**src/hw/rtl/gabfs_ram.sv**
```systemverilog
// ----------------------------------------------------------------------------
// gabfs_ram
// Simple one-write, one-read memory with registered read data.
// ----------------------------------------------------------------------------
module gabfs_ram #(
  parameter int Width = 6,
  parameter int Depth = 64,
  parameter int AddrBits = $clog2(Depth)
) (
  input  logic                clk,
  input  logic                we,
  input  logic [AddrBits-1:0] waddr,
  input  logic [Width-1:0]    wdata,
  input  logic [AddrBits-1:0] raddr,
  output logic [Width-1:0]    rdata
);

  logic [Width-1:0] mem [Depth];

  always_ff @(posedge clk) begin
    if (we) begin
      mem[waddr] <= wdata;
    end
    rdata <= mem[raddr];
  end

endmodule

```
**config.mk**
```make
export PLATFORM = sky130hd
export DESIGN_NAME = gabfs_ram
export DESIGN_NICKNAME = d
export VERILOG_FILES = /design/src/hw/rtl/gabfs_ram.sv
export SDC_FILE = /design/constraint.sdc
export NUM_CORES = 1
export LEC_CHECK = 0
export BUFFER_PORTS_ARGS = -buffer_cell sky130_fd_sc_hd__buf_2
export CAP_MARGIN = 25
export CORE_MARGIN = 4
export CORE_UTILIZATION = 35
export DETAILED_ROUTE_END_ITERATION = 8
export SETUP_SLACK_MARGIN = 0.4
export SLEW_MARGIN = 20
export SYNTH_ARGS = -nofsm -noshare
export SYNTH_HDL_FRONTEND = slang
export SYNTH_SLANG_ARGS = --single-unit
```
**constraint.sdc**
```tcl
create_clock -name clk -period 1.8 [get_ports clk]
set_clock_uncertainty 0.2 [all_clocks]
set_input_delay 0.18 -clock clk [delete_from_list [all_inputs] [get_ports clk]]
set_output_delay 0.18 -clock clk [all_outputs]
set_load 0.02 [all_outputs]
```
After elaboration in Yosys (flattened, before gate mapping)
Memories as Yosys holds them, arrays and structs flattened. A register that Yosys moved wholly into a read port is not among the register bits.
Index checks and enable logic that the tools add are counted.
{ "totals": {"register_bits": 0, "ram_bits": 384, "inputBits": 20, "wordCells": 3, "memories": 1} }
{ "op_classes": {"n_mux": 2} }
{ "memory_table": {"columns": ["name", "depth", "width", "read_ports", "rd_clocked_by_memory_dff", "write_ports", "line_no", "source"], "rows": [
  ["mem", 64, 6, 1, 1, 1, "18", "logic [Width-1:0] mem [Depth];"]
]} }
{ "ops": {"columns": ["op", "n"], "rows": [
  ["1-bit two-way mux", 2]
]} }

Logic depth before layout (Yosys ltp)
Gate-level depths: netlist of the first run.
{ "logic_depth": {"depth_word": 2, "mapped_depth": 7, "mapped_depth_nobuf": 5} }

Least setup slack after synthesis of the first run
OpenSTA, ideal clock, no wires.
{ "synth_timing": {"path_type": "in2reg", "startpoint": "input port raddr[0]", "endpoint": "register rdata[0] (read register of mem)", "arrival_time_ns": 1.608, "required_time_ns": 1.483, "slack_ns": -0.126, "cell_stages": 7, "path_buffers": 3, "path_cell_list": "buf_6 > buf_6 > buf_4 > mux4_2 > o22ai_1 > o21ai_1 > a32o_1"} }
{ "synth_lines": {"columns": ["element", "line_no", "source"], "rows": [
  ["start, declared", "14", "input logic [AddrBits-1:0] raddr,"],
  ["end, declared", "15", "output logic [Width-1:0] rdata"]
]} }

==> flow_metrics.py, run 1 <==
metrics = {
    "floorplan": {
        "rows": 76,
        "die_area_sq_mm": 0.0469,
        "floorplan.initialDensity": 0.353,
        "die_y_um": 217,
        "io_pins": 26,
        "dieWidth_um": 217,
        "core_area_sq_mm": 0.0431,
    },
    "placement": {
        "dp_hpwl_um": 22600,
        "gp_congestion": 0.789,
        "dp.cells": 1377,
        "port_buffers": 25,
    },
    "layout": {
        "fin_nets": 856,
        "drive_gt1_frac": 0.431,
        "fin_cells": 1444,
        "layout_common_cells": "edfxtp_1, mux4_2, buf_4",
        "area_growth_pct": 23.1,
        "mostFrequentLayoutCell": "edfxtp_1",
        "num_antenna_cells": 0,
    },
    "critical_path": {
        "crit_chain": "mux4_2, nor2b_1, a211oi_2, buf_4, a21oi_4, a32o_1",
        "slowest_stage": "mux4_2",
        "critPathRequiredTime_ps": 2020,
        "crit_type": "register to register",
        "critPathLaunchType": "register",
        "reg2reg_from": "mem[45][2]",
        "crit_arrival_ps": 2130,
        "cp_max_fo": 1,
        "end_kind": "register",
        "slowest_delay_ps": 500,
        "startpoint": "mem[45][2]",
    },
    "logic_synthesis": {
        "syn_inst": 720,
        "synth_edf_count": 384,
        "netlist.top_cell.by_area": "edfxtp_1",
        "synthTopCellsByArea": "edfxtp_1, mux4_2, nor2_1, mux4_1, mux2i_1",
        "ys_seq_elements": 390,
        "ys_types": 37,
        "syn_area_sq_mm": 0.0152,
        "synth-seq-area-share": 0.765,
        "async_reset_ff_frac": 0,
        "ys_warn_count": 0,
        "syn_area_per_cell_sq_um": 21.1,
        "synth_nets": 740,
        "synthDominantCellAreaShare": 0.757,
        "synth_ff_type": "edfxtp_1",
    },
    "sta": {
        "finalHoldViolations": 6,
        "setup_tns_ps": -271,
        "max_clock_freq_mhz": 522,
        "rsz0062_at_grt": "yes",
        "holdWs_ps": -6.92,
        "layout_setup_ws_ps": -116,
        "drv_slew": 0,
        "worstMarginPinSlew_ps": 728,
        "post-route-period-util": 1.06,
        "setup_viol": 4,
        "period_needed_ps": 1920,
        "slew_headroom": 0.515,
    },
    "clock_network": {
        "numCtsBuffers": 40,
        "cts_tree": "yes",
        "insertion_delay_ps": 530,
        "cts-root-buf": "clkbuf_16",
        "postCtsSetupBuffers": 0,
        "cts.sinks": 390,
        "h-tree-depth": 2,
        "ctsLongestPathBuffers": 3,
        "clkTransAtPathRegs_ps": 60,
    },
    "routing": {
        "dr.pass1.iters": 5,
        "wirelength_um": 34100,
        "wire_per_inst_um": 23.6,
        "num_vias": 7421,
        "initialDrtViolationCount": 620,
        "ant_nets": 0,
        "avgViaCountPerCell": 5.14,
        "drc": 0,
    },
    "global_route": {
        "grt_max_degree": 65,
        "grt_pass1_vias": 7742,
        "grt_usage": 0.145,
        "antenna_found_initial": 0,
        "grt_pass1_wl_um": 51000,
        "grt_overflow_total": 0,
    },
    "status": {
        "violations": "negative hold slack, negative setup slack",
        "status": "finished, violations left",
    },
    "min_path": {
        "min-delay-start": "waddr[0]",
        "min_path_type": "primary input to register",
    },
    "power": {
        "power_mw": 19.0,
        "p_per_area_mw_per_mm2": 1010,
        "ir_drop_uv": 856,
        "power.leakage_nw": 5.80,
    },
    "flow_run": {
        "cap_violations": 0,
    },
}
cell usage after synthesis, drive strengths merged (2+ instances only):
master / instances
nor2: 67
dfxtp: 6
edfxtp: 384
or3: 2
o22a: 6
nor2b: 8
nand3b: 4
o21ai: 6
a32o: 3
o221ai: 9
clkbuf: 16
a221oi: 3
or2: 2
mux2i: 15
a22oi: 3
mux4: 93
o22ai: 12
nand2: 8
buf: 23
mux2: 9
nor3: 5
nand2b: 5
nand3: 11
a211oi: 6
a21oi: 6
nand4: 2
or3b: 2
kinds of logic after synthesis:
kind of cell / Yosys count / share of synthesized area
flops: 390 / 0.765
simple gates: 120 / 0.0367
mux: 117 / 0.156
compound gates: 54 / 0.0260
buf+inv: 39 / 0.0165
metrics by stage:
stage	util	area, sq um	hold WS, ps	setup WS [ps]
after floorplan	-	16000	78.9	-63.5
after global placement	0.402	17300	444	-501
after detailed placement	0.403	17300	448	-513
after CTS	0.434	18700	-26.2	-149
after global routing	0.435	18700	6.33	-187
final	0.435	18700	-6.92	-116
critical path, delay by kind of cell (launching register included):
| family | cells | cell delay (ps) |
|---|---|---|
| multiplexers | 1 | 500 |
| AO/OA/AOI/OAI | 3 | 430 |
| flip-flops | 1 | 370 |
| AND/OR/NAND/NOR | 1 | 160 |
| buffers and inverters | 1 | 140 |
power breakdown:
part / internal, mW / leakage (nW) / switching (mW)
Clock: 4.45 / 0.574 / 3.20
Combinational: 0.547 / 1.71 / 0.714
Sequential: 10.1 / 3.51 / 0.0424
Total: 15.1 / 5.80 / 3.95
what timing repair did:
item                                    4_1_cts  5_1_grt
gates resized for setup                      43       13
pin swaps                                    12        5
endpoints found under the hold margin        12        0
endpoints found under the setup margin       12       12
hold buffers                                  2        0
flip-flops by register name, summed over array words and instances (netlist names):
register  flops
rdata         6
mem         384
layout make-up:
class	instances	area (sq um)
clock buffers	53	1070
multi-input cells	291	4050
repair buffers	113	1090
fillers	3646	24300
flip-flops and latches	390	11700
well taps	585	732
clock inverters	12	119
path summary, 6_finish.rpt:
kind	endpoint	slack [ps]	depth (start not counted)
max	rdata[2]	-120	6
min reg2reg	rdata[5]	610	4
min	mem[49][0]	-7	3
max reg2reg	rdata[2]	-120	6
routing by layer:
metal,track usage,vias to the layer above,wire length (um)
met4,0.0337,0,636
met3,0.0327,47,2050
met5,0,-,0
met1,0.208,3935,15000
met2,0.228,185,16300
li1,-,3254,-
Power figures use the tool's default switching activity.
==> run 2, diff against run 1 <==
- clock period: 1.8 -> 2.5 ns (I/O delays scaled with it)
==> flow_metrics.py, run 2 (synthesis gave the netlist of run 1 again) <==
metrics = {
    "status": {
        "status": "finished, final reports clean",
    },
    "floorplan": {
        "die_area_sq_mm": 0.0469,
        "rows": 76,
        "die_y_um": 217,
        "floorplan.initialDensity": 0.353,
        "core_area_sq_mm": 0.0431,
        "dieWidth_um": 217,
        "io_pins": 26,
    },
    "power": {
        "seqPwrFrac": 0.536,
        "ir_drop_uv": 538,
        "internal_power_mw": 10.8,
        "netSwitchingFraction": 0.206,
        "p_per_area_mw_per_mm2": 754,
        "power.leakage_nw": 5.75,
        "power_switching_mw": 2.79,
        "combPwrFrac": 0.054,
        "p_clk_frac": 0.409,
        "power_mw": 13.5,
    },
    "critical_path": {
        "end_kind": "register",
        "reg2reg_to": "rdata[2]",
        "crit_arrival_ps": 2150,
        "cp_max_fo": 1,
        "r2r_cells": 5,
        "crit_type": "register to register",
        "r2r_slack_ps": 580,
        "reg2reg_from": "mem[41][2]",
        "critPathLaunchType": "register",
        "critPathRequiredTime_ps": 2730,
    },
    "global_route": {
        "grt_overflow_total": 0,
        "grt_pass1_wl_um": 51100,
        "grt_pass1_vias": 7703,
        "antenna_found_initial": 2,
        "grt_max_degree": 65,
        "grt_usage": 0.146,
    },
    "clock_network": {
        "numCtsBuffers": 39,
        "cts-root-buf": "clkbuf_16",
        "clkTransAtPathRegs_ps": 60,
        "h-tree-depth": 2,
        "ctsLongestPathBuffers": 3,
        "insertion_delay_ps": 530,
        "cts_resized": 0,
        "cts_tree": "yes",
        "cts.sinks": 390,
        "postCtsSetupBuffers": 0,
    },
    "routing": {
        "wl_met3_um": 2070,
        "dr.pass1.iters": 5,
        "wl_met1_um": 14900,
        "ant_nets": 0,
        "wire_per_inst_um": 23.2,
        "avgViaCountPerCell": 5.06,
        "wl_met2_um": 16200,
        "initialDrtViolationCount": 711,
        "num_vias": 7409,
        "wirelength_um": 34000,
        "drc": 0,
        "dr.max_layer_used": "met4",
    },
    "layout": {
        "num_antenna_cells": 0,
        "regMostFlops": "mem",
        "drive_gt1_frac": 0.317,
        "mostFrequentLayoutCell": "edfxtp_1",
        "fin_nets": 870,
        "largest_reg_flops": 384,
        "area_growth_pct": 18.0,
        "largestRegisters": "mem: 384 flops, rdata: 6 flops",
        "layout_common_cells": "edfxtp_1, buf_4, mux4_2",
    },
    "sta": {
        "drv_slew": 0,
        "period_needed_ps": 1920,
        "finalHoldViolations": 0,
        "setup_viol": 0,
        "slew_headroom": 0.508,
        "rsz0062_at_grt": "no",
        "max_clock_freq_mhz": 520,
        "worstMarginPinSlew_ps": 738,
        "setup_tns_ps": 0,
        "post-route-period-util": 0.770,
    },
    "placement": {
        "port_buffers": 25,
        "gp_congestion": 0.792,
        "dp_hpwl_um": 22100,
    },
    "flow_run": {
        "cap_violations": 0,
    },
    "min_path": {
        "min_path_type": "primary input to register",
        "min-delay-start": "wdata[1]",
        "min_path_cells": 1,
        "hold_end": "mem[42][1]",
    },
}
==> run 2: cell types whose count changed in the layout (fill, tap and decap cells not counted), moves of 8 or more <==
cell / before / now
nor2_1: 6 / 67
buf_4: 67 / 90
nor2_4: 59 / 0
buf_12: 19 / 11
==> run 2: worst max-delay path, cell delays in order (launching register included) <==
cell,delay (ps)
edfxtp_1,360
mux4_1,500
nor2b_1,140
a211oi_1,250
a21oi_1,110
a32o_1,260
==> run 2: per-layer routing <==
layer	up-vias	track usage
li1	3268	-
met1	3895	0.206
met2	197	0.229
met3	49	0.0325
met4	0	0.0442
met5	-	0
==> run 2: power by group through the flow <==
stage / clock [mW] / combinational [mW] / sequential (mW)
finish: 5.54 / 0.734 / 7.26
global route: 5.96 / 0.789 / 7.26
CTS: 5.68 / 0.744 / 7.26
detailed placement: 0 / 0.739 / 7.40
global placement: 0 / 0.731 / 7.40
floorplan: 0 / 0.391 / 7.40
==> run 2: worst max path at each step <==
stage / start / endpoint / slack (ps) / depth (start not counted)
floorplan: raddr[0] / rdata[0] / 500 / 7
global placement: raddr[1] / rdata[4] / 180 / 7
detailed placement: raddr[1] / rdata[4] / 160 / 7
finish: mem[41][2] / rdata[2] / 580 / 5
global route: mem[41][2] / rdata[2] / 470 / 5
CTS: mem[40][1] / rdata[1] / 550 / 4
==> run 2: cell type report <==
cell class	instances	area, sq um
clock inverter	12	83.8
tap	585	732
timing repair buffer	128	1050
multi-input combinational	291	3320
clock buffer	57	1130
fill	3737	25100
sequential	390	11700
==> run 2: stage by stage <==
stage	utilization	cells	cell area, sq um	setup WS (ps)	hold WS [ps]
2_1_floorplan	-	720	15200	504	149
3_3_place_gp	0.388	1391	16700	181	472
3_5_place_dp	0.388	1391	16700	164	484
4_1_cts	0.417	1463	18000	553	25.9
5_1_grt	0.417	1463	18000	466	58.7
6_report	0.417	1463	18000	575	41.9
==> run 2: repair_timing <==
item / CTS / global route
hold buffers: 3 / 0
endpoints found under the hold margin: 38 / 0
setup endpoints to repair: 0 / 0
